### config.mk
export PLATFORM = sky130hd
export DESIGN_NAME = tic_lerp
export DESIGN_NICKNAME = d
export VERILOG_FILES = /design/src/rtl/core/tic_pkg.sv /design/src/rtl/core/tic_lerp.sv
export SDC_FILE = /design/constraint.sdc
export NUM_CORES = 1
export LEC_CHECK = 0
export ABC_AREA = 1
export BUFFER_PORTS_ARGS = -buffer_cell sky130_fd_sc_hd__buf_2
export CAP_MARGIN = 10
export CORE_UTILIZATION = 29
export CTS_CLUSTER_SIZE = 28
export DETAILED_ROUTE_END_ITERATION = 16
export GPL_TIMING_DRIVEN = 0
export PLACE_DENSITY = 0.53
export SLEW_MARGIN = 20
export SYNTH_ARGS = -nofsm -noshare
export SYNTH_HDL_FRONTEND = slang
export SYNTH_SLANG_ARGS = --single-unit
### constraint.sdc
create_clock -name clk_i -period 2.3 [get_ports clk_i]
set_clock_uncertainty 0.1 [all_clocks]
set_input_delay 0.46 -clock clk_i [delete_from_list [all_inputs] [get_ports clk_i]]
set_output_delay 0.46 -clock clk_i [all_outputs]
set_load 0.005 [all_outputs]
### src/rtl/core/tic_pkg.sv
`timescale 1ns / 1ps
// ----------------------------------------------------------------------------
// tic_pkg
// Types, edge tables and helpers shared by the triangle isoline cell.
// ----------------------------------------------------------------------------
package tic_pkg;

  localparam int unsigned ValW   = 16;
  localparam int unsigned CoordW = 16;
  localparam int unsigned SpanW  = 16;   // |a - b| of two 16-bit signed values

  typedef struct packed {
    logic signed [ValW-1:0]   value_a;
    logic signed [ValW-1:0]   value_b;
    logic signed [ValW-1:0]   value_c;
    logic        [CoordW-1:0] x_a;
    logic        [CoordW-1:0] y_a;
    logic        [CoordW-1:0] x_b;
    logic        [CoordW-1:0] y_b;
    logic        [CoordW-1:0] x_c;
    logic        [CoordW-1:0] y_c;
  } tic_in_t;

  typedef struct packed {
    logic              has_segment;
    logic [2:0]        case_code;
    logic [1:0]        start_edge;
    logic [1:0]        end_edge;
    logic [CoordW-1:0] start_x;
    logic [CoordW-1:0] start_y;
    logic [CoordW-1:0] end_x;
    logic [CoordW-1:0] end_y;
  } tic_out_t;

  // Sideband that rides along the divider chain
  typedef struct packed {
    logic              has;
    logic [2:0]        code;
    logic [1:0]        se;
    logic [1:0]        ee;
    logic [CoordW-1:0] spx;
    logic [CoordW-1:0] spy;
    logic [CoordW-1:0] sqx;
    logic [CoordW-1:0] sqy;
    logic [CoordW-1:0] epx;
    logic [CoordW-1:0] epy;
    logic [CoordW-1:0] eqx;
    logic [CoordW-1:0] eqy;
  } tic_side_t;

  localparam logic [1:0] Edge0 = 2'd0;
  localparam logic [1:0] Edge1 = 2'd1;
  localparam logic [1:0] Edge2 = 2'd2;

  function automatic logic [1:0] start_edge_of(input logic [2:0] code);
    logic [1:0] e;
    case (code)
      3'd1:    e = Edge2;
      3'd2:    e = Edge0;
      3'd3:    e = Edge1;
      3'd4:    e = Edge2;
      3'd5:    e = Edge1;
      3'd6:    e = Edge0;
      default: e = Edge0;
    endcase
    return e;
  endfunction

  function automatic logic [1:0] end_edge_of(input logic [2:0] code);
    logic [1:0] e;
    case (code)
      3'd1:    e = Edge0;
      3'd2:    e = Edge1;
      3'd3:    e = Edge2;
      3'd4:    e = Edge1;
      3'd5:    e = Edge0;
      3'd6:    e = Edge2;
      default: e = Edge0;
    endcase
    return e;
  endfunction

  function automatic logic [SpanW-1:0] abs_diff(input logic signed [ValW-1:0] a,
                                                input logic signed [ValW-1:0] b);
    logic signed [ValW:0] d;
    d = {a[ValW-1], a} - {b[ValW-1], b};
    return d[ValW] ? SpanW'(-d) : d[SpanW-1:0];
  endfunction

endpackage

### src/rtl/core/tic_lerp.sv
`timescale 1ns / 1ps
// ----------------------------------------------------------------------------
// tic_lerp
// Two-stage interpolation of one coordinate: P + floor((Q - P) * f / 2^F).
// ----------------------------------------------------------------------------
module tic_lerp #(
  parameter int unsigned FracBits = 16
) (
  input  logic                     clk_i,
  input  logic                     rst_ni,
  input  logic                     en_i,
  input  logic [tic_pkg::CoordW-1:0]  p_i,
  input  logic [tic_pkg::CoordW-1:0]  q_i,
  input  logic [FracBits:0]        frac_i,
  output logic [tic_pkg::CoordW-1:0]  coord_o
);
  import tic_pkg::*;

  localparam int unsigned ProdW = CoordW + FracBits + 3;

  logic signed [CoordW:0]  diff_w;
  logic signed [ProdW-1:0] prod_q, prod_d;
  logic [CoordW-1:0]       p_q;
  logic [CoordW-1:0]       coord_q;
  logic signed [ProdW-1:0] sum_w;

  always_comb begin
    diff_w = $signed({1'b0, q_i}) - $signed({1'b0, p_i});
    prod_d = ProdW'(diff_w * $signed({1'b0, frac_i}));
    sum_w  = (prod_q >>> FracBits) + $signed(ProdW'({1'b0, p_q}));
  end

  always_ff @(posedge clk_i or negedge rst_ni) begin
    if (!rst_ni) begin
      prod_q  <= '0;
      p_q     <= '0;
      coord_q <= '0;
    end else if (en_i) begin
      prod_q  <= prod_d;
      p_q     <= p_i;
      coord_q <= sum_w[CoordW-1:0];
    end
  end

  assign coord_o = coord_q;

endmodule

Yosys cells after proc, flatten, opt, wreduce, memory -nomap -nowiden
Index checks and enable logic that the tools add are counted.

storage, ports and cells
  register bits after elaboration = 64
  bits of input ports = 52

cells by class
  multipliers = 1
  $add $sub $neg = 2

operators by type and width
  operator          number
  $mul A17 B18 Y32  1
  $sub A16 B16 Y17  1
  $add A16 B16 Y16  1

Longest topological paths before layout
Gate-level depths: netlist (run 1).

  depth in word-level cells = 2
  depth in mapped cells = 37

Least setup slack after synthesis (run 1)
Ideal clock, no wire load.

  kind = input-to-reg
  from = input port q_i[0] (netlist bit)
  to = register prod_q[26]
  stages = 33
  required time = 2.083 ns
  buffers on the path = 1
  arrival = 6.525 ns
  path slack = -4.442 ns
  cells stage by stage = inv_1 > ha_1 > fa_1 > nand3b_1 > nand2_1 > a31o_2 > or2_2 > nand2_1 > inv_1 > buf_2 > nand2_1 > fa_1 > inv_1 > fa_1 > inv_1 > fa_1 > inv_1 > fa_1 > fa_1 > inv_1 > fa_1 > inv_1 > ha_1 > a21o_1 > a31oi_1 > o21ai_0 > nand2_1 > nand3_1 > nand2_1 > nand2_1 > or2_1 > nand3_1 > nand2_1

between the ends
  cells in the longest elaborated chain, start to end = 2

ends and longest elaborated chain
  element               RTL line        text
  start, declared       tic_lerp.sv:13  input logic [tic_pkg::CoordW-1:0] q_i,
  $sub A16 B16 Y17      tic_lerp.sv:28  diff_w = $signed({1'b0, q_i}) - $signed({1'b0, p_i});
  $mul A17 B18 Y32      tic_lerp.sv:29  prod_d = ProdW'(diff_w * $signed({1'b0, frac_i}));
  end signal, assigned  tic_lerp.sv:39  prod_q <= prod_d;
  end, declared         tic_lerp.sv:22  logic signed [ProdW-1:0] prod_q, prod_d;

No other way between the ends.
A chain may end at the register's enable or synchronous reset.

Worst setup path after layout (run 1)
Same ends and word-level chain as after synthesis.

==> results of run 1 <==
-- kinds of logic after synthesis --
group | share of synthesized area, %
flops | 9.355
compound gates | 6.539
xor+xnor | 1.569
buf+inv | 13.16
simple gates | 20.85
fa+ha+maj | 48.53
-- what timing repair did --
| action | CTS | global route |
|---|---|---|
| setup endpoints to repair | 17 | 20 |
| buffers inserted | 46 | 30 |
| gates resized for setup | 152 | 137 |
| cloned | 0 | 0 |
| hold buffers | 0 | 0 |
| pin swaps | 59 | 110 |
-- routing by layer --
layer	track usage, %	vias up	routed length, µm
met4	4.242	0	1054
li1	-	5286	-
met5	0	-	0
met1	25.06	5603	18030
met2	31.06	184	19500
met3	1.359	51	1249
-- final cells by class --
type	count	area, µm²	area share, %
buffer	43	261.5	1.633
clock buffer	6	138.9	0.8675
clock inverter	2	15.01	0.09379
inverter	398	1546	9.660
multi-input combinational	1181	11170	69.79
sequential	48	1201	7.503
tap	585	732.0	4.572
timing repair buffer	134	940.9	5.877
-- state kept, by name (all words and copies together), names as in the netlist --
name and cells:
coord_o 16, p_q 16, prod_q 16
-- critical path, delay by kind of cell --
family                   cells  cell delay [ns]
AO/OA/AOI/OAI                2             0.37
adder cells (fa/ha/maj)      9             3.88
buffers and inverters        7             0.40
AND/OR/NAND/NOR             15             1.65
-- through the flow --
step                      hold WS (ns)  std cells  setup slack (ns)
after global placement          0.3572       2314            -5.671
final                          0.08856       2397            -4.402
after CTS                       0.2917       2368            -4.470
after floorplan                0.06441       1670            -4.159
after detailed placement        0.3577       2314            -5.413
after global routing            0.1386       2397            -4.640
-- Yosys cell counts (5+ instances only) --
library cell,n
sky130_fd_sc_hd__nand3b_1,7
sky130_fd_sc_hd__nand3_1,69
sky130_fd_sc_hd__clkbuf_1,31
sky130_fd_sc_hd__or2_1,5
sky130_fd_sc_hd__o21ai_0,51
sky130_fd_sc_hd__a21oi_1,56
sky130_fd_sc_hd__nand2_1,350
sky130_fd_sc_hd__inv_1,390
sky130_fd_sc_hd__fa_1,225
sky130_fd_sc_hd__a31oi_1,7
sky130_fd_sc_hd__a21o_1,8
sky130_fd_sc_hd__ha_1,138
sky130_fd_sc_hd__dfrtp_1,48
sky130_fd_sc_hd__nor2_1,181
sky130_fd_sc_hd__clkinv_1,5
sky130_fd_sc_hd__nand2_2,6
sky130_fd_sc_hd__nor3_1,8
sky130_fd_sc_hd__or2_2,19
sky130_fd_sc_hd__buf_2,9
sky130_fd_sc_hd__xor2_1,14
-- how the worst min path moves through the flow --
stage | from | end | slack (ns) | cells after the start
6_report | rst_ni | coord_o[15] | 0.09 | 1
5_1_grt | rst_ni | coord_o[13] | 0.14 | 1
4_1_cts | p_i[0] | p_q[0] | 0.29 | 3
3_5_place_dp | coord_o[0] | coord_o[0] | 0.36 | 2
3_3_place_gp | coord_o[0] | coord_o[0] | 0.36 | 2
2_1_floorplan | rst_ni | coord_o[0] | 0.06 | 0
==> metrics, run 1 <==
result of the run=finished, violations left; violated checks=negative setup slack; count of flip-flops with a built-in enable after synthesis=0; Setup WS post-layout=-4.402 ns; clk sinks=48; average cell area after synthesis=7.689 µm²; clock tree from TritonCTS=done; global-route congestion overflow total=0; main area contributors after synthesis=sky130_fd_sc_hd__fa_1 35%, sky130_fd_sc_hd__ha_1 13%, sky130_fd_sc_hd__inv_1 11%, sky130_fd_sc_hd__nand2_1 10%, sky130_fd_sc_hd__dfrtp_1 9.4%; port bufs=59; die area=45120 µm²; layout cells sized above 1=23.18%; worst min path class=input port to asynchronous set/reset pin; Final Max Tran Viols=0; x dimension of the die=212.4 µm; flops & latches, synth=48; Worst Path Arrival=6.78 ns; area leader, netlist=sky130_fd_sc_hd__fa_1; vertical die dimension=212.4 µm; sequential area share after synthesis=9.355%; setup violators final=16; crit share post-route=291.4%; commonest non-fill, non-tap cells in the layout=350 x sky130_fd_sc_hd__inv_1, 306 x sky130_fd_sc_hd__nand2_1, 211 x sky130_fd_sc_hd__fa_1, 150 x sky130_fd_sc_hd__nor2_1, 109 x sky130_fd_sc_hd__ha_1; root buffer selected by CTS=sky130_fd_sc_hd__clkbuf_16; Fin. Hold Viols=0; post-detailed-placement cell area=14180 µm²; depth of the worst register-to-register path=8; Layout Area Growth over Synthesis=24.68%; diodes inserted=0; worst reg2reg startpoint=prod_q[19]; capturing element of the worst setup path=prod_q[26]; total I/O pin count=68; required time worst endpoint=2.38 ns; final instance area=16010 µm²; number of nets in the layout=2226; count of H-tree levels built during CTS=2; kind of capture point of the worst setup path=flip-flop; number of fill cells in the layout=4579; first-pass GRT wire length=63360 µm; count of cell types in the netlist=42; core outline area=43360 µm²; crit path launch=q_i[0]; post-synthesis async set-or-reset flop share=100.0%; routability congestion estimate from global placement=0.8787; crit-path max cell delay=0.60 ns; Post-Syn Area=12840 µm²; number of clock buffers inserted by TritonCTS=5; worst slew margin relative to its limit=44.24%; total vias in the final route=11124; number of standard cells after synthesis=1670; Via-to-Cell Ratio=4.641; residual antenna-violating net count after detailed routing=0; antenna violations before repair=0; syn nets=2085; critical path's most frequent cell=sky130_fd_sc_hd__fa_1; number of max-cap violations=0; Starting Density=29.61%; peak clock frequency supported by timing=0.1492 GHz; via count of the first global-routing pass=11635; total wire length=39830 µm; most common library cell in the layout ignoring fill and taps=sky130_fd_sc_hd__inv_1; routed length per placed instance=16.62 µm; drt drc=0; unrepaired setup endpoints after global routing=true; reg-to-reg critical path endpoint=coord_o[14]; final standard cell utilization of the core=36.92%; ys flop type=sky130_fd_sc_hd__dfrtp_1; clock transition at the registers of the reported paths=0.07 ns; later-pin clock latency in the skew report=0.29 ns; Initial DRT Pass Iterations=5; Max clock buf depth=2; CP max stage cell=sky130_fd_sc_hd__fa_1; drt first-iter violations=583; transition at the pin with the smallest max-transition slack=0.8364 ns; number of warnings printed during yosys synthesis=0; Tmin final=6.702 ns; register-to-register path setup slack=0.16 ns; largest fanout on the critical path=5; top cell type's share of synthesized area=35.08%; largest net degree at the start of global routing=49; kind of critical path=input port to flip-flop; startpoint kind of the worst setup timing path=input port; sum of negative setup slack=-68.20 ns; global-route usage over all layers=18.23%; FP Rows=76; Final HPWL DP=33400 µm
Power of run 1 is left out: the tool's default activity adds up to more than one toggle a clock period on the data nets, which glitch-free logic cannot reach.
==> run 2, diff against run 1 <==
==> constraint.sdc (replaced) <==
create_clock -name clk_i -period 2.3 [get_ports clk_i]
set_clock_uncertainty 0.1 [all_clocks]
set_input_delay 0.23 -clock clk_i [delete_from_list [all_inputs] [get_ports clk_i]]
set_output_delay 0.23 -clock clk_i [all_outputs]
set_load 0.005 [all_outputs]
==> metrics, run 2 (same netlist as run 1, synthesis figures left out) <==
worst slew margin relative to its limit=44.44%; startpoint kind of the worst setup timing path=input port; depth of the worst register-to-register path=8; kind of critical path=input port to flip-flop; Worst Hold Depth=3; Hold Startpoint=p_i[0]; unrepaired setup endpoints after global routing=true; Fin. Hold Viols=0; core outline area=43360 µm²; Final HPWL DP=33400 µm; number of standard cells in the layout, taps in and fillers out=2398; result of the run=finished, violations left; critical path's most frequent cell=sky130_fd_sc_hd__fa_1; final standard cell utilization of the core=36.94%; worst hold slack across all endpoints=0.06449 ns; global-route usage over all layers=18.23%; root buffer selected by CTS=sky130_fd_sc_hd__clkbuf_16; setup violators final=16; residual antenna-violating net count after detailed routing=0; crit share post-route=282.1%; Initial DRT Pass Iterations=4; reg-to-reg critical path endpoint=coord_o[14]; Final Max Tran Viols=0; Setup WS post-layout=-4.187 ns; layout cells sized above 1=23.17%; Starting Density=29.61%; crit-path max cell delay=0.60 ns; register-to-register path setup slack=0.16 ns; first-pass GRT wire length=63360 µm; count of H-tree levels built during CTS=2; largest fanout on the critical path=5; Tmin final=6.487 ns; most common library cell in the layout ignoring fill and taps=sky130_fd_sc_hd__inv_1; Layout Area Growth over Synthesis=24.76%; later-pin clock latency in the skew report=0.29 ns; final instance area=16020 µm²; transition at the pin with the smallest max-transition slack=0.8335 ns; Max clock buf depth=2; CP max stage cell=sky130_fd_sc_hd__fa_1; peak clock frequency supported by timing=0.1542 GHz; commonest non-fill, non-tap cells in the layout=350 x sky130_fd_sc_hd__inv_1, 306 x sky130_fd_sc_hd__nand2_1, 211 x sky130_fd_sc_hd__fa_1, 150 x sky130_fd_sc_hd__nor2_1, 109 x sky130_fd_sc_hd__ha_1; post-detailed-placement cell area=14180 µm²; number of max-cap violations=0; clk sinks=48; vertical die dimension=212.4 µm; die area=45120 µm²; Worst Path Arrival=6.57 ns; x dimension of the die=212.4 µm; clock tree from TritonCTS=done; FP Rows=76; violated checks=negative setup slack; area of combinational cells with multiple inputs=11170 µm²; total I/O pin count=68; port bufs=59; number of placed cells counting well taps=2314; routed length per placed instance=16.62 µm; Sequential cell area=1201 µm²; worst reg2reg startpoint=prod_q[19]; Via-to-Cell Ratio=4.654; total vias in the final route=11161; global-route congestion overflow total=0; via count of the first global-routing pass=11635; drt drc=0; drt first-iter violations=576; worst min path class=input port to flip-flop; number of fill cells in the layout=4579; number of nets in the layout=2227; required time worst endpoint=2.38 ns; routability congestion estimate from global placement=0.8787; largest net degree at the start of global routing=49; number of clock buffers inserted by TritonCTS=5; diodes inserted=0; kind of capture point of the worst setup path=flip-flop; clock transition at the registers of the reported paths=0.06 ns; total wire length=39850 µm; Hold EP=p_q[0]; antenna violations before repair=0
-- run 2: changes by cell type in the layout (fill, tap and decap cells not counted) --
cell	previous run	this run
sky130_fd_sc_hd__dlygate4sd3_1	0	1
-- run 2: worst max-delay path by stage --
stage / from / endpoint / slack (ns) / cells past startpoint
CTS: q_i[0] / prod_q[26] / -4.24 / 32
finish: q_i[0] / prod_q[26] / -4.19 / 33
detailed placement: q_i[0] / prod_q[26] / -5.18 / 30
floorplan: q_i[0] / prod_q[26] / -3.93 / 32
global route: q_i[0] / prod_q[26] / -4.41 / 33
global placement: p_i[2] / prod_q[26] / -5.44 / 29
-- run 2: repair_timing --
action                     in CTS  in global routing
setup endpoints to repair      17                 20
hold buffers                    0                  1
hold endpoints to repair        0                 48
resized for setup             152                137
setup buffers                  46                 30
pin swaps                      59                110
-- run 2: area by class of cell --
type,instances,share of cell area (%)
inverter,398,9.654
timing repair buffer,135,5.936
clock inverter,2,0.09373
clock buffer,6,0.8670
buffer,43,1.632
tap,585,4.569
sequential,48,7.498
multi-input combinational,1181,69.75
-- run 2: per-layer routing --
metal | vias up | part of all wire [%] | GRT usage [%]
li1 | 5288 | - | -
met1 | 5627 | 45 | 25.06
met2 | 195 | 49 | 31.06
met3 | 51 | 2.8 | 1.359
met4 | 0 | 2.6 | 4.242
met5 | - | 0 | 0
-- run 2: through the flow --
step / TNS, ns / worst slack, ns
after CTS: -65.43 / -4.240
after floorplan: -60.45 / -3.929
after global placement: -83.67 / -5.441
after detailed placement: -79.37 / -5.183
final: -64.47 / -4.187
after global routing: -68.03 / -4.410
-- run 2: worst max-delay path, delay by kind of cell --
kind,cells,cell delay [ns]
AOI/OAI and AO/OA,2,0.38
and+or+nand+nor,15,1.65
buffers and inverters,7,0.40
adders and majority gates,9,3.88
Power of run 2 is left out for the same reason.
==> run 3, diff against run 2 <==
Settings changed: ABC_AREA 1 to not set.
==> metrics, run 3 <==
number of placed cells counting well taps=1906; global-route usage over all layers=16.78%; count of flip-flops with a built-in enable after synthesis=0; Via-to-Cell Ratio=4.638; main area contributors after synthesis=sky130_fd_sc_hd__fa_1 37%, sky130_fd_sc_hd__ha_1 14%, sky130_fd_sc_hd__dfrtp_1 10%, sky130_fd_sc_hd__inv_1 9.0%, sky130_fd_sc_hd__nand2_1 5.1%; worst slew margin relative to its limit=26.82%; layout cells sized above 1=23.56%; setup violators final=23; routed length per placed instance=16.98 µm; root buffer selected by CTS=sky130_fd_sc_hd__clkbuf_16; kind of critical path=input port to flip-flop; number of standard cells after synthesis=1307; register-to-register path setup slack=-0.28 ns; area leader, netlist=sky130_fd_sc_hd__fa_1; syn nets=1722; Post-Syn Area=12030 µm²; unrepaired setup endpoints after global routing=true; kind of capture point of the worst setup path=flip-flop; violated checks=negative setup slack; Initial DRT Pass Iterations=4; most frequent cell after synthesis=sky130_fd_sc_hd__inv_1; sum of negative setup slack=-82.04 ns; routability congestion estimate from global placement=0.8659; clock transition at the registers of the reported paths=0.07 ns; number of warnings printed during yosys synthesis=0; number of clock buffers inserted by TritonCTS=5; clk sinks=48; antenna violations before repair=2; flops & latches, synth=48; top cell type's share of synthesized area=37.43%; first-pass GRT wire length=54560 µm; depth of the worst register-to-register path=14; Worst Path Arrival=7.73 ns; number of max-cap violations=0; most numerous cell types in the synthesized netlist=289 x sky130_fd_sc_hd__inv_1, 225 x sky130_fd_sc_hd__fa_1, 164 x sky130_fd_sc_hd__nand2_1; peak clock frequency supported by timing=0.1309 GHz; startpoint kind of the worst setup timing path=input port; total I/O pin count=68; average cell area after synthesis=9.206 µm²; worst min path class=input port to flip-flop; Worst Hold Depth=2; global-route congestion overflow total=0; required time worst endpoint=2.39 ns; port bufs=67; drt first-iter violations=374; worst reg2reg startpoint=prod_q[16]; residual antenna-violating net count after detailed routing=0; crit share post-route=332.1%; later-pin clock latency in the skew report=0.30 ns; ys flop type=sky130_fd_sc_hd__dfrtp_1; largest fanout on the critical path=4; setup slack after placement=-6.660 ns; count of cell types in the netlist=55; largest net degree at the start of global routing=49; area of combinational cells with multiple inputs=10540 µm²; Starting Density=29.47%; Fin. Hold Viols=0; drt drc=0; number of fill cells in the layout=4095; total vias in the final route=9303; result of the run=finished, violations left; die area=42310 µm²; crit-path max cell delay=0.57 ns; post-detailed-placement cell area=13370 µm²; count of H-tree levels built during CTS=2; clock tree from TritonCTS=done; number of nets in the layout=1888; number of standard cells in the layout, taps in and fillers out=2006; Hold EP=p_q[8]; Hold Startpoint=p_i[8]; sequential area share after synthesis=9.982%; FP Rows=74; Max clock buf depth=2; CP max stage cell=sky130_fd_sc_hd__fa_1; Sequential cell area=1201 µm²; most common library cell in the layout ignoring fill and taps=sky130_fd_sc_hd__inv_1; post-synthesis async set-or-reset flop share=100.0%; total wire length=34070 µm; vertical die dimension=205.7 µm; Layout Area Growth over Synthesis=25.21%; x dimension of the die=205.7 µm; reg-to-reg critical path endpoint=coord_o[14]; core outline area=40830 µm²; Final Max Tran Viols=0; Setup WS post-layout=-5.338 ns; transition at the pin with the smallest max-transition slack=1.090 ns; via count of the first global-routing pass=10017; commonest non-fill, non-tap cells in the layout=277 x sky130_fd_sc_hd__inv_1, 216 x sky130_fd_sc_hd__fa_1, 152 x sky130_fd_sc_hd__nand2_1, 122 x sky130_fd_sc_hd__ha_1, 82 x sky130_fd_sc_hd__and2_1; final instance area=15070 µm²; Final HPWL DP=27020 µm; critical path's most frequent cell=sky130_fd_sc_hd__fa_1; Tmin final=7.638 ns
-- run 3: layer usage --
| metal | vias up | track usage, % | wire length, µm |
|---|---|---|---|
| li1 | 4317 | - | - |
| met1 | 4762 | 23.17 | 15670 |
| met2 | 198 | 28.76 | 16560 |
| met3 | 24 | 1.679 | 1481 |
| met4 | 2 | 2.460 | 348 |
| met5 | - | 0 | 12 |
-- run 3: cells by family after synthesis --
logic type	after synthesis	share of synthesized area, %
simple gates	371	15.21
fa+ha+maj	363	51.78
buf+inv	329	10.26
compound gates	125	6.749
flops	48	9.982
xor+xnor	37	2.807
mux	34	3.203
-- run 3: worst max path at each step --
stage,startpoint,to,slack [ns],cells past startpoint
2_1_floorplan,q_i[0],prod_q[31],-4.94,30
3_3_place_gp,q_i[0],prod_q[31],-6.63,31
3_5_place_dp,q_i[0],prod_q[31],-6.66,31
4_1_cts,q_i[0],prod_q[31],-5.41,32
5_1_grt,q_i[0],prod_q[29],-5.59,33
6_report,q_i[0],prod_q[29],-5.34,35
-- run 3: stage by stage --
step           util [%]  hold WS (ns)
3_5_place_dp      32.75        0.2008
4_1_cts           35.61       0.07864
3_3_place_gp      32.75        0.3732
5_1_grt           36.89       0.09729
6_report          36.90       0.08262
2_1_floorplan         -       -0.1656
-- run 3: area by class of cell --
type,instances,area share [%]
Antenna cell,1,0.01661
Buffer,39,1.711
Clock buffer,5,0.8305
Clock inverter,2,0.08305
Inverter,289,7.308
Multi-Input combinational cell,930,69.96
Sequential cell,48,7.973
Tap cell,532,4.418
Timing Repair Buffer,160,7.699
-- run 3: critical path, delay by kind of cell --
kind / cells / cell delay [ns]
muxes: 1 / 0.26
adders and majority gates: 9 / 3.80
and+or+nand+nor: 6 / 0.71
buffers and inverters: 9 / 0.86
xor gates and xnor gates: 2 / 0.36
AOI/OAI and AO/OA: 8 / 1.48
-- run 3: what timing repair did --
action                                  4_1_cts  5_1_grt
hold endpoints to repair                     48        0
endpoints found under the setup margin       23       24
hold buffers                                  1        0
pin swaps                                    72       81
cloned                                        0        0
setup buffers                                66       31
resized for setup                           104       83
Power of run 3 is left out for the same reason.
