$ cat src/rtl/core/tic_pkg.sv
`timescale 1ns / 1ps
// ----------------------------------------------------------------------------
// tic_pkg
// Types, edge tables and helpers shared by the triangle isoline cell.
// ----------------------------------------------------------------------------
package tic_pkg;

  localparam int unsigned ValW   = 16;
  localparam int unsigned CoordW = 16;
  localparam int unsigned SpanW  = 16;   // |a - b| of two 16-bit signed values

  typedef struct packed {
    logic signed [ValW-1:0]   value_a;
    logic signed [ValW-1:0]   value_b;
    logic signed [ValW-1:0]   value_c;
    logic        [CoordW-1:0] x_a;
    logic        [CoordW-1:0] y_a;
    logic        [CoordW-1:0] x_b;
    logic        [CoordW-1:0] y_b;
    logic        [CoordW-1:0] x_c;
    logic        [CoordW-1:0] y_c;
  } tic_in_t;

  typedef struct packed {
    logic              has_segment;
    logic [2:0]        case_code;
    logic [1:0]        start_edge;
    logic [1:0]        end_edge;
    logic [CoordW-1:0] start_x;
    logic [CoordW-1:0] start_y;
    logic [CoordW-1:0] end_x;
    logic [CoordW-1:0] end_y;
  } tic_out_t;

  // Sideband that rides along the divider chain
  typedef struct packed {
    logic              has;
    logic [2:0]        code;
    logic [1:0]        se;
    logic [1:0]        ee;
    logic [CoordW-1:0] spx;
    logic [CoordW-1:0] spy;
    logic [CoordW-1:0] sqx;
    logic [CoordW-1:0] sqy;
    logic [CoordW-1:0] epx;
    logic [CoordW-1:0] epy;
    logic [CoordW-1:0] eqx;
    logic [CoordW-1:0] eqy;
  } tic_side_t;

  localparam logic [1:0] Edge0 = 2'd0;
  localparam logic [1:0] Edge1 = 2'd1;
  localparam logic [1:0] Edge2 = 2'd2;

  function automatic logic [1:0] start_edge_of(input logic [2:0] code);
    logic [1:0] e;
    case (code)
      3'd1:    e = Edge2;
      3'd2:    e = Edge0;
      3'd3:    e = Edge1;
      3'd4:    e = Edge2;
      3'd5:    e = Edge1;
      3'd6:    e = Edge0;
      default: e = Edge0;
    endcase
    return e;
  endfunction

  function automatic logic [1:0] end_edge_of(input logic [2:0] code);
    logic [1:0] e;
    case (code)
      3'd1:    e = Edge0;
      3'd2:    e = Edge1;
      3'd3:    e = Edge2;
      3'd4:    e = Edge1;
      3'd5:    e = Edge0;
      3'd6:    e = Edge2;
      default: e = Edge0;
    endcase
    return e;
  endfunction

  function automatic logic [SpanW-1:0] abs_diff(input logic signed [ValW-1:0] a,
                                                input logic signed [ValW-1:0] b);
    logic signed [ValW:0] d;
    d = {a[ValW-1], a} - {b[ValW-1], b};
    return d[ValW] ? SpanW'(-d) : d[SpanW-1:0];
  endfunction

endpackage

$ cat src/rtl/core/tic_div_cell.sv
`timescale 1ns / 1ps
// ----------------------------------------------------------------------------
// tic_div_cell
// One restoring-division step: settles one fraction bit and hands the
// partial remainder, divisor and quotient to the next cell.
// ----------------------------------------------------------------------------
module tic_div_cell #(
  parameter int unsigned FracBits = 16
) (
  input  logic                   clk_i,
  input  logic                   rst_ni,
  input  logic                   en_i,
  input  logic [tic_pkg::SpanW:0]   rem_i,
  input  logic [tic_pkg::SpanW-1:0] den_i,
  input  logic [FracBits:0]      quo_i,
  output logic [tic_pkg::SpanW:0]   rem_o,
  output logic [tic_pkg::SpanW-1:0] den_o,
  output logic [FracBits:0]      quo_o
);
  import tic_pkg::*;

  logic [SpanW:0]   rem_q, rem_d;
  logic [SpanW-1:0] den_q;
  logic [FracBits:0] quo_q, quo_d;
  logic             bit_w;
  logic [SpanW:0]   sub_w;

  always_comb begin
    bit_w = rem_i >= {1'b0, den_i};
    sub_w = bit_w ? (rem_i - {1'b0, den_i}) : rem_i;
    // remainder now below the divisor, so the shift cannot overflow
    rem_d = {sub_w[SpanW-1:0], 1'b0};
    quo_d = {quo_i[FracBits-1:0], bit_w};
  end

  always_ff @(posedge clk_i or negedge rst_ni) begin
    if (!rst_ni) begin
      rem_q <= '0;
      den_q <= '0;
      quo_q <= '0;
    end else if (en_i) begin
      rem_q <= rem_d;
      den_q <= den_i;
      quo_q <= quo_d;
    end
  end

  assign rem_o = rem_q;
  assign den_o = den_q;
  assign quo_o = quo_q;

endmodule

$ cat config.mk
export PLATFORM = sky130hd
export DESIGN_NAME = tic_div_cell
export DESIGN_NICKNAME = d
export VERILOG_FILES = /design/src/rtl/core/tic_pkg.sv /design/src/rtl/core/tic_div_cell.sv
export SDC_FILE = /design/constraint.sdc
export NUM_CORES = 1
export LEC_CHECK = 0
export ABC_CLOCK_PERIOD_IN_PS = 920
export BUFFER_PORTS_ARGS = -buffer_cell sky130_fd_sc_hd__buf_4
export CAP_MARGIN = 10
export CORE_ASPECT_RATIO = 0.7
export CORE_MARGIN = 1
export CORE_UTILIZATION = 46
export DETAILED_ROUTE_END_ITERATION = 10
export PLACE_DENSITY_LB_ADDON = 0.2
export SETUP_SLACK_MARGIN = 0.1
export SYNTH_ARGS = -nofsm -noshare
export SYNTH_HDL_FRONTEND = slang
export SYNTH_SLANG_ARGS = --single-unit
$ cat constraint.sdc
create_clock -name clk_i -period 0.92 [get_ports clk_i]
set_clock_uncertainty 0.05 [all_clocks]
set_input_delay 0.138 -clock clk_i [delete_from_list [all_inputs] [get_ports clk_i]]
set_output_delay 0.138 -clock clk_i [all_outputs]
set_load 0.05 [all_outputs]
Word-level counts from Yosys, hierarchy flattened
Index checks and enable logic that the tools add are counted.
Cells by class
  add/sub/neg operators: 1
  muxes and demuxes: 1
  order comparisons: 1
Operators by type and width (number)
  $ge 17x16->1: 1
  $mux 16: 1
  $sub 16x16->16: 1
Storage, ports and cells
  output and inout bits: 50
  flip-flop bits (word level): 49
  word-level logic and storage cells: 6

Logic depth before layout (Yosys ltp)
Gate-level depths: netlist of run 1.
  depth in word-level cells: 2
  depth in mapped cells: 11
  gate-level depth less buffers: 9

Least setup slack after synthesis of run 1
No wires, ideal clock.
  path kind: input to register
  from: input den_i[14] in the netlist's numbering
  to: register rem_q[2], in the netlist rem_o[2]
  setup time: 0.082 ns
  required time: 0.788 ns
  cell stages on the path: 11
  arrival: 1.837 ns
  path buffers: 3
  path slack: -1.049 ns
  path through: inv_1 > ha_1 > buf_4 > a21o_1 > a211o_1 > a21oi_1 > o31a_1 > buf_4 > buf_4 > nand3_1 > a31oi_1
On the way
  cells in the longest elaborated chain, start to end: 2
RTL lines
  from (decl): line tic_div_cell.sv:14  | input logic [tic_pkg::SpanW-1:0] den_i,
  $ge 17x16->1: line tic_div_cell.sv:29  | bit_w = rem_i >= {1'b0, den_i};
  $mux 16: line tic_div_cell.sv:30  | sub_w = bit_w ? (rem_i - {1'b0, den_i}) : rem_i;
  to (signal assigned): line tic_div_cell.sv:42  | rem_q <= rem_d;
  to (decl): line tic_div_cell.sv:22  | logic [SpanW:0] rem_q, rem_d;
No other way between the ends.
A chain may end at the register's enable or synchronous reset.

Worst setup path in the final report of run 1
  from: input den_i[4] in the netlist's numbering
  to: register rem_q[11], in the netlist rem_o[11]
On the way
  cells in the longest elaborated chain, start to end: 2
RTL lines (line)
  $sub 16x16->16 / $ge 17x16->1 (equally long branches): tic_div_cell.sv:30, tic_div_cell.sv:29
  $mux 16 *: tic_div_cell.sv:30
Mark *: on every way between the ends. The rest lies on a longest branch, timed or not.

==> results.py, run 1 <==
metrics = {
    "power": {
        "p_per_area_nw_per_um2": 1510,
        "pwr-share-comb_pct": 51.6,
        "ir_drop_v": 0.000920,
        "p_sw_share_pct": 40.9,
        "p_seq_share_pct": 32.0,
        "p_int_w": 0.00498,
        "clkPwrFrac_pct": 16.4,
        "p_total_w": 0.00842,
        "switching_power_w": 0.00344,
        "p_leak_nw": 2.54,
    },
    "synthesis": {
        "synth_edf_count": 0,
        "synth_top_area_share_pct": 40.7,
        "async_flop_share_pct": 100,
        "synth-seq-area-share_pct": 40.7,
        "ys_ff_latch": 49,
        "synth_nets": 367,
        "syn_area_per_cell_um2": 10.1,
        "netlist_area_um2": 3010,
        "synth-warning-count": 0,
        "yosysMostFrequentCell": "dfrtp_1",
        "yosys.area.top_type": "dfrtp_1",
        "netlist_instances": 297,
        "synthFlopType": "dfrtp_1",
        "synth.distinct_cells": 53,
        "synth_commonest_cells": "dfrtp_1, mux2_2, inv_1",
        "synthTopCellsByArea": "dfrtp_1, mux2_2, ha_1",
    },
    "timing": {
        "finalCritPeriodShare_pct": 189,
        "max_freq_ghz": 0.575,
        "rsz0062_at_grt": "yes",
        "setup_slack_ps": -818,
        "drv_slew": 0,
        "hold_viol_final": 0,
        "period_needed_ps": 1740,
        "setup_viol": 74,
    },
    "global_routing": {
        "gr-usage-met1_pct": 40.1,
        "track_usage_pct": 31.3,
        "grt_max_degree": 27,
        "grt_first_pass_wirelength_um": 16500,
        "grt-busiest-layer": "met2",
        "gr-total-overflow": 0,
        "grt_use_met3_pct": 6.35,
        "antenna_found_initial": 0,
        "grt_pass1_vias": 3261,
        "use_met2_pct": 54.0,
    },
    "floorplan": {
        "die_w_um": 98.7,
        "num_rows": 24,
        "start_util_pct": 48.0,
        "die-area_um2": 6880,
        "dieHeight_um": 69.7,
        "core_area_um2": 6280,
        "io_pins": 103,
    },
    "outcome": {
        "status": "finished with violations",
        "violations": "setup timing",
    },
    "routing": {
        "drtIter0Drc": 269,
        "dr_total_vias": 3445,
        "routed_wl_um": 12900,
        "drc": 0,
        "wl_per_cell_um": 22.6,
        "drtPass1Iterations": 5,
        "drtAntennaViolNets": 0,
        "routed_via_density": 6.02,
    },
    "clock_network": {
        "cts_buffers": 5,
        "clock_sinks": 49,
        "clk_pin_slew_ps": 110,
        "clockRootBuffer": "clkbuf_8",
        "cts_max_path_buffers": 2,
        "clkLatencyLatePin_ps": 300,
        "cts_hold_buffers": 1,
        "cts_tree": "done",
        "htree_levels": 2,
    },
    "setup_path": {
        "start_kind": "input pin",
        "required_ps": 1100,
        "crit_fanout": 4,
        "crit_type": "in -> reg",
        "cp_data_arrival_time_ps": 1920,
        "worst_setup_path_end_kind": "register",
    },
    "place": {
        "gp_congestion": 0.867,
        "port_buffers": 100,
        "post-dp-hpwl_um": 7030,
        "pre_cts_slack_ps": -1300,
    },
    "layout": {
        "area_growth_pct": 85.1,
        "layout.nets": 563,
        "n_fill_cell": 260,
        "diodes": 0,
        "drive_above_1_share_pct": 69.8,
    },
    "flow_run": {
        "drv_cap": 0,
    },
    "min_path": {
        "hold_class": "in -> reg",
    },
}
logic make-up after synthesis:
kind of cell    Yosys count  synth area share [%]
other cells               1                 0.124
xor+xnor                  9                  2.62
buf+inv                  37                  5.40
fa+ha+maj                17                  7.31
simple gates             68                  11.3
compound gates           81                  19.6
mux                      35                  13.0
flops                    49                  40.7
layer usage:
metal	share of wire [%]	wire length [um]
met1	38	4880
met3	7.9	1020
met5	0	0
met2	50	6400
met4	4.8	614
cell type report:
cell class,count,area (um2),share of cell area (%)
Timing Repair Buffer,203,1930,34.6
Sequential cell,49,1270,22.7
Clock inverter,3,21.3,0.381
Tap cell,78,97.6,1.75
Multi-Input combinational cell,211,2080,37.4
Inverter,23,111,2.00
Clock buffer,5,68.8,1.23
timing repair:
item                                   CTS  global route
setup buffers                           21            14
setup endpoints to repair               90           109
cloned                                   1             0
pin swaps                               43            35
endpoints found under the hold margin   49             1
resized for setup                      125            65
sequential cells by signal (all words and copies together) (netlist names):
signal  count
den_o      16
quo_o      17
rem_o      16
power by group through the flow:
stage	Sequential [W]	Combinational (W)	Clock, W
3_5_place_dp	0.00264	0.00331	0
2_1_floorplan	0.00362	0.00107	0
4_1_cts	0.00266	0.00385	0.00139
5_1_grt	0.00271	0.00450	0.00147
6_report	0.00269	0.00434	0.00138
3_3_place_gp	0.00263	0.00324	0
path summary, 6_finish.rpt:
kind	from	end	slack, ps	depth (start not counted)
setup / recovery	den_i[4]	rem_o[11]$_DFFE_PN0P_	-820	10
hold / removal	quo_i[3]	quo_o[4]$_DFFE_PN0P_	3	2
setup reg to reg	rem_o[13]$_DFFE_PN0P_	rem_o[13]$_DFFE_PN0P_	-110	3
hold reg to reg	quo_o[6]$_DFFE_PN0P_	quo_o[6]$_DFFE_PN0P_	490	1
max in group asynchronous	rst_ni	quo_o[13]$_DFFE_PN0P_	220	3
min in group asynchronous	rst_ni	quo_o[2]$_DFFE_PN0P_	170	2
placed cells by master (no fill, tap or decap), types with 5 or more instances in the layout:
cell type / netlist / final
mux2_2: 32 / 24
dfrtp_2: 0 / 32
o21a_1: 5 / 5
buf_8: 0 / 5
xnor2_1: 7 / 7
inv_4: 0 / 5
a21o_1: 6 / 6
inv_1: 23 / 14
nand3_2: 0 / 7
dfrtp_1: 49 / 17
buf_12: 0 / 5
a31oi_1: 12 / 11
clkbuf_8: 0 / 5
nand2_1: 11 / 8
o21ai_1: 2 / 9
nor2_1: 20 / 19
buf_4: 4 / 112
o21ai_0: 16 / 5
mux2_4: 0 / 8
buf_6: 1 / 80
ha_4: 0 / 12
metrics by stage:
stage / setup TNS [ps] / util, % / instances / area (um2) / hold slack (ps)
2_1_floorplan: -16040 / - / 297 / 3190 / -208
3_3_place_gp: -21400 / 71.5 / 529 / 4490 / -14.4
3_5_place_dp: -21990 / 71.5 / 529 / 4490 / -14.7
4_1_cts: -20080 / 83.5 / 560 / 5240 / 1.38
5_1_grt: -22940 / 88.9 / 572 / 5580 / -0.323
6_report: -21210 / 88.9 / 572 / 5580 / 3.05
worst max-delay path: stages:
cell,delay (ps)
buf_4,80
inv_1,70
ha_4,290
buf_6,110
and3_4,190
nand2_4,60
o31a_1,360
buf_4,160
a211o_1,290
a31oi_1,170
Note: power is estimated with default switching activity, not from simulation.
==> run 2, diff against run 1 <==
Settings changed: ABC_AREA set to 1, CORE_UTILIZATION 46 to 47.
==> results.py, run 2 <==
metrics = {
    "timing": {
        "drv_slew": 0,
        "period_needed_ps": 1460,
        "setup_viol": 66,
        "finalCritPeriodShare_pct": 159,
        "max_freq_ghz": 0.686,
        "setup_slack_ps": -539,
        "hold_viol_final": 0,
        "rsz0062_at_grt": "yes",
    },
    "clock_network": {
        "clock_sinks": 49,
        "clockRootBuffer": "clkbuf_8",
        "cts_tree": "done",
        "clk_pin_slew_ps": 90,
        "clkLatencyLatePin_ps": 310,
        "htree_levels": 2,
        "cts_max_path_buffers": 2,
        "cts_buffers": 5,
    },
    "place": {
        "pre_cts_slack_ps": -901,
        "gp_congestion": 0.877,
        "post-dp-hpwl_um": 7480,
        "port_buffers": 100,
    },
    "setup_path": {
        "required_ps": 1070,
        "slowest_delay_ps": 220,
        "crit_fanout": 4,
        "worst_setup_path_end_kind": "register",
        "crit_chain": "buf_6 -> inv_4 -> ha_4 -> nand2_1 -> nand2_1 -> buf_4 -> inv_1 -> nand2_1 -> inv_1 -> nand2_2 -> xnor2_1 -> nand2_2 -> nand3_2 -> nand2_2",
        "start_kind": "input pin",
        "crit_type": "in -> reg",
        "critPathSlowestCell": "ha_4",
        "cp_data_arrival_time_ps": 1610,
    },
    "global_routing": {
        "gr-total-overflow": 0,
        "track_usage_pct": 32.3,
        "use_met2_pct": 57.0,
        "grt_first_pass_wirelength_um": 18000,
        "gr-usage-met1_pct": 37.9,
        "grt-busiest-layer": "met2",
        "antenna_found_initial": 0,
        "grt_pass1_vias": 3746,
        "grt_use_met3_pct": 7.80,
        "grt_max_degree": 50,
    },
    "power": {
        "clkPwrFrac_pct": 16.0,
        "pwr-share-comb_pct": 52.0,
        "switching_power_w": 0.00346,
        "ir_drop_v": 0.00123,
        "p_per_area_nw_per_um2": 1380,
        "p_total_w": 0.00825,
        "p_leak_nw": 3.04,
        "p_sw_share_pct": 41.9,
        "p_int_w": 0.00479,
        "p_seq_share_pct": 32.0,
    },
    "synthesis": {
        "synth_commonest_cells": "nand2_1, inv_1, dfrtp_1",
        "synth_compound_area_share_pct": 3.17,
        "async_flop_share_pct": 100,
        "synth.distinct_cells": 31,
        "synthMuxAreaShare_pct": 0,
        "synth_top_area_share_pct": 37.0,
        "synthFlopType": "dfrtp_1",
        "netlist_area_um2": 3310,
        "synth_nets": 532,
        "ys_ff_latch": 49,
        "yosys.area_share.adder_pct": 6.65,
        "syn_area_per_cell_um2": 7.17,
        "synth_top_family_by_area": "simple AND/OR/NAND/NOR gates",
        "synth_edf_count": 0,
        "yosys.area.top_type": "dfrtp_1",
        "synthTopCellsByArea": "dfrtp_1, nand2_1, inv_1",
        "synth-xor-area-share_pct": 1.59,
        "synth-warning-count": 0,
        "yosysMostFrequentCell": "nand2_1",
        "synth-seq-area-share_pct": 37.0,
        "netlist_instances": 462,
        "synth-simple-area-share_pct": 40.5,
    },
    "routing": {
        "drtIter0Drc": 369,
        "drtAntennaViolNets": 0,
        "routed_via_density": 5.27,
        "dr_total_vias": 3989,
        "drc": 0,
        "drtPass1Iterations": 5,
        "routed_wl_um": 13200,
        "wl_per_cell_um": 17.5,
    },
    "outcome": {
        "status": "finished with violations",
        "violations": "setup timing",
    },
    "floorplan": {
        "io_pins": 103,
        "core_area_um2": 6790,
        "die-area_um2": 7390,
        "dieHeight_um": 72.2,
        "die_w_um": 102,
        "start_util_pct": 48.8,
        "num_rows": 25,
    },
    "layout": {
        "final_common_cell": "nand2_1",
        "diodes": 0,
        "area_growth_pct": 79.9,
        "layout.nets": 732,
        "drive_above_1_share_pct": 54.4,
        "mostFrequentLayoutCells": "nand2_1, buf_4, buf_6, nand2_2, inv_1",
        "largest_reg_flops": 17,
    },
    "flow_run": {
        "drv_cap": 0,
    },
    "min_path": {
        "hold_class": "in -> reg",
    },
}
==> run 2: changes by cell type in the layout (fill, tap and decap cells not counted), moves of 9 or more <==
cell / delta
mux2_2: -24
nand2_1: +149
inv_1: +29
nand3b_1: +9
nand2_2: +44
a31oi_1: -11
dlygate4sd3_1: +15
nand3_1: +15
nor2_1: -13
o21ai_1: -9
==> run 2: metrics by stage <==
stage	TNS, ps	hold WS (ps)	instance area [um2]	util (%)	cells
2_1_floorplan	-8850	-208	3620	-	462
3_3_place_gp	-13630	77.9	4780	70.5	692
3_5_place_dp	-14530	77.8	4780	70.5	692
4_1_cts	-14530	10.5	5670	83.5	744
5_1_grt	-18240	20.1	5960	87.8	757
6_report	-16260	9.11	5960	87.8	757
==> run 2: cell families after synthesis <==
group	after synthesis
and+or+nand+nor	289
buffers and inverters	79
DFF	49
AOI/OAI and AO/OA	21
adders and majority gates	17
xor gates and xnor gates	6
other	1
==> run 2: cell type report <==
class                           count  area, um2
Clock buffer                        6       72.6
Clock inverter                      2       15.0
Fill cell                         313        828
Inverter                           65        287
Multi-Input combinational cell    335       2230
Sequential cell                    49       1270
Tap cell                           94        118
Timing Repair Buffer              206       1970
==> run 2: worst max-delay path, delay by kind of cell <==
family,cells,cell delay [ps]
XOR/XNOR,1,200
adder cells (fa/ha/maj),1,220
buffers and inverters,5,470
AND/OR/NAND/NOR,7,580
==> run 2: path summary, 6_finish.rpt <==
check	slack, ps	to	cells after the start	start
max	-540	rem_o[8]$_DFFE_PN0P_	14	den_i[6]
min	9	quo_o[8]$_DFFE_PN0P_	3	quo_i[7]
max reg2reg	-10	rem_o[12]$_DFFE_PN0P_	4	rem_o[12]$_DFFE_PN0P_
min reg2reg	450	quo_o[7]$_DFFE_PN0P_	2	quo_o[7]$_DFFE_PN0P_
max in group asynchronous	290	den_o[12]$_DFFE_PN0P_	3	rst_ni
min in group asynchronous	260	den_o[3]$_DFFE_PN0P_	3	rst_ni
==> run 2: timing repair <==
action                                 in CTS  in global routing
hold buffers                               16                  0
endpoints found under the hold margin      64                  0
resized for setup                         117                 54
cloned                                      3                  0
buffers inserted                           25                 13
pin swaps                                  52                 35
setup endpoints to repair                  66                 69
==> run 2: metal layers <==
layer	part of all wire [%]	vias up
met4	4.7	0
met5	0	-
met3	8.3	64
li1	-	1820
met1	38	1859
met2	49	246
==> run 2: power by group through the flow <==
stage | registers (W) | logic (W) | clock network (W)
after floorplan | 0.00351 | 0.00125 | 0
after global placement | 0.00261 | 0.00330 | 0
after detailed placement | 0.00261 | 0.00334 | 0
after CTS | 0.00262 | 0.00388 | 0.00130
after global routing | 0.00266 | 0.00451 | 0.00139
final | 0.00264 | 0.00429 | 0.00132
==> run 3, diff against run 2 <==
Settings changed: SKIP_CTS_REPAIR_TIMING set to 1.
==> results.py, run 3 (synthesized netlist as in run 2, its figures left out) <==
metrics = {
    "outcome": {
        "status": "finished with violations",
        "violations": "hold timing, setup timing",
    },
    "layout": {
        "n_fill_cell": 406,
        "area_growth_pct": 67.8,
        "diodes": 0,
        "final_common_cell": "nand2_1",
        "layout.nets": 707,
        "largest_reg_flops": 17,
        "utilization_pct": 81.9,
        "drive_above_1_share_pct": 48.6,
        "mostFrequentLayoutCells": "nand2_1, buf_4, buf_6, inv_1, dfrtp_2",
    },
    "setup_path": {
        "slowest_delay_ps": 300,
        "crit_chain": "buf_4 -> inv_2 -> ha_4 -> nand2_1 -> nand2_1 -> inv_2 -> nand2_1 -> nand2_2 -> nand3_4 -> nand2_4 -> buf_12 -> nand2_8 -> nand3_1 -> nand2_1 -> nand2_1",
        "cp_top_family": "simple AND/OR/NAND/NOR gates",
        "r2r-end": "den_o[4]$_DFFE_PN0P_",
        "crit_buf_inv": 4,
        "reg2reg_depth": 3,
        "reg2reg_from": "den_o[4]$_DFFE_PN0P_",
        "crit_top_cell": "nand2_1",
        "worst_setup_path_end_kind": "register",
        "r2r_setup_slack_ps": 20,
        "crit_type": "in -> reg",
        "cp_data_arrival_time_ps": 1630,
        "crit_fanout": 5,
        "critPathSlowestCell": "ha_4",
        "start_kind": "input pin",
        "required_ps": 1070,
    },
    "routing": {
        "routed_via_density": 4.88,
        "drc": 0,
        "drtIter0Drc": 218,
        "dr_total_vias": 3569,
        "drtAntennaViolNets": 0,
        "routed_wl_um": 11000,
        "drtPass1Iterations": 5,
        "wl_per_cell_um": 15.1,
    },
    "global_routing": {
        "grt_first_pass_wirelength_um": 14600,
        "track_usage_pct": 25.7,
        "gr-usage-met1_pct": 35.2,
        "grt_use_met3_pct": 4.53,
        "antenna_found_initial": 0,
        "use_met2_pct": 42.3,
        "grt_pass1_vias": 3100,
        "gr-total-overflow": 0,
        "grt-busiest-layer": "met2",
        "grt_max_degree": 50,
    },
    "clock_network": {
        "clock_sinks": 49,
        "clk_pin_slew_ps": 90,
        "cts_max_path_buffers": 2,
        "clockRootBuffer": "clkbuf_8",
        "cts_buffers": 5,
        "clkLatencyLatePin_ps": 310,
        "htree_levels": 2,
        "cts_tree": "done",
    },
    "timing": {
        "max_freq_ghz": 0.673,
        "drv_slew": 0,
        "period_needed_ps": 1490,
        "hold_viol_final": 3,
        "hold_ws_ps": -23.0,
        "finalCritPeriodShare_pct": 161,
        "setup_viol": 66,
        "setup_slack_ps": -565,
        "rsz0062_at_grt": "yes",
    },
    "min_path": {
        "hold_start": "quo_i[6]",
        "hold_depth": 3,
        "hold_class": "in -> reg",
        "holdPathEnd": "quo_o[7]$_DFFE_PN0P_",
    },
    "power": {
        "p_per_area_nw_per_um2": 1410,
        "ir_drop_v": 0.00106,
        "p_total_w": 0.00783,
        "p_leak_nw": 2.88,
    },
    "floorplan": {
        "core_area_um2": 6790,
        "num_rows": 25,
        "dieHeight_um": 72.2,
        "io_pins": 103,
        "die_w_um": 102,
        "start_util_pct": 48.8,
        "die-area_um2": 7390,
    },
    "place": {
        "post-dp-hpwl_um": 7480,
        "port_buffers": 100,
        "gp_congestion": 0.877,
    },
    "flow_run": {
        "drv_cap": 0,
    },
}
## run 3: cell types whose count changed in the layout (fill, tap and decap cells not counted), moves of 2 or more
cell and delta:
buf_6 -19, nand2_1 +17, nand2_2 -15, inv_4 -8, inv_2 +6, buf_4 -4
nand3_1 +4, dlygate4sd3_1 -3, nand3_2 -3, o21ai_0 +3, o21ai_2 -3, clkbuf_16 +2
inv_1 +2, nand2_8 -2
## run 3: worst register-to-register path, stage by stage, from the launching register on
cell and delay (ps):
dfrtp_2 430, buf_4 140, nand2_1 70, o21ai_0 90
## run 3: how the worst max path moves through the flow
| stage | startpoint | to | slack (ps) | cells past startpoint |
|---|---|---|---|---|
| after floorplan | den_i[9] | rem_o[8]$_DFFE_PN0P_ | -560 | 12 |
| after global placement | den_i[14] | rem_o[6]$_DFFE_PN0P_ | -830 | 12 |
| after detailed placement | den_i[14] | rem_o[3]$_DFFE_PN0P_ | -900 | 12 |
| after CTS | den_i[14] | rem_o[3]$_DFFE_PN0P_ | -590 | 12 |
| after global routing | den_i[14] | rem_o[16]$_DFFE_PN0P_ | -620 | 13 |
| final | den_i[4] | rem_o[14]$_DFFE_PN0P_ | -570 | 15 |
## run 3: area by class of cell
class	instances	area, um2	area share, %
inverters	65	267	4.79
flip-flops and latches	49	1270	22.8
clock buffers	6	72.6	1.31
well taps	94	118	2.12
clock inverters	2	15.0	0.270
repair buffers	181	1720	31.0
multi-input cells	335	2100	37.8
## run 3: per-stage QoR
stage               instances  TNS, ps  hold slack (ps)  setup slack [ps]  instance area, um2
floorplan                 462    -8850             -208              -564                3620
global placement          692   -13630             77.9              -830                4780
detailed placement        692   -14530             77.8              -901                4780
CTS                       700   -17720             -252              -589                4870
global route              732   -18190             5.01              -618                5560
finish                    732   -15990            -23.0              -565                5560
## run 3: power breakdown
part / switching (W) / internal, W / total, W
clock: 0.000768 / 0.000538 / 0.00131
sequential: 0.000209 / 0.00243 / 0.00264
combinational: 0.00226 / 0.00163 / 0.00389
total: 0.00323 / 0.00460 / 0.00783
## run 3: layer usage
metal  wire length (um)  share of wire (%)
met5                  0                  0
met2               5580                 50
met4                156                1.4
met1               4690                 42
met3                624                5.6
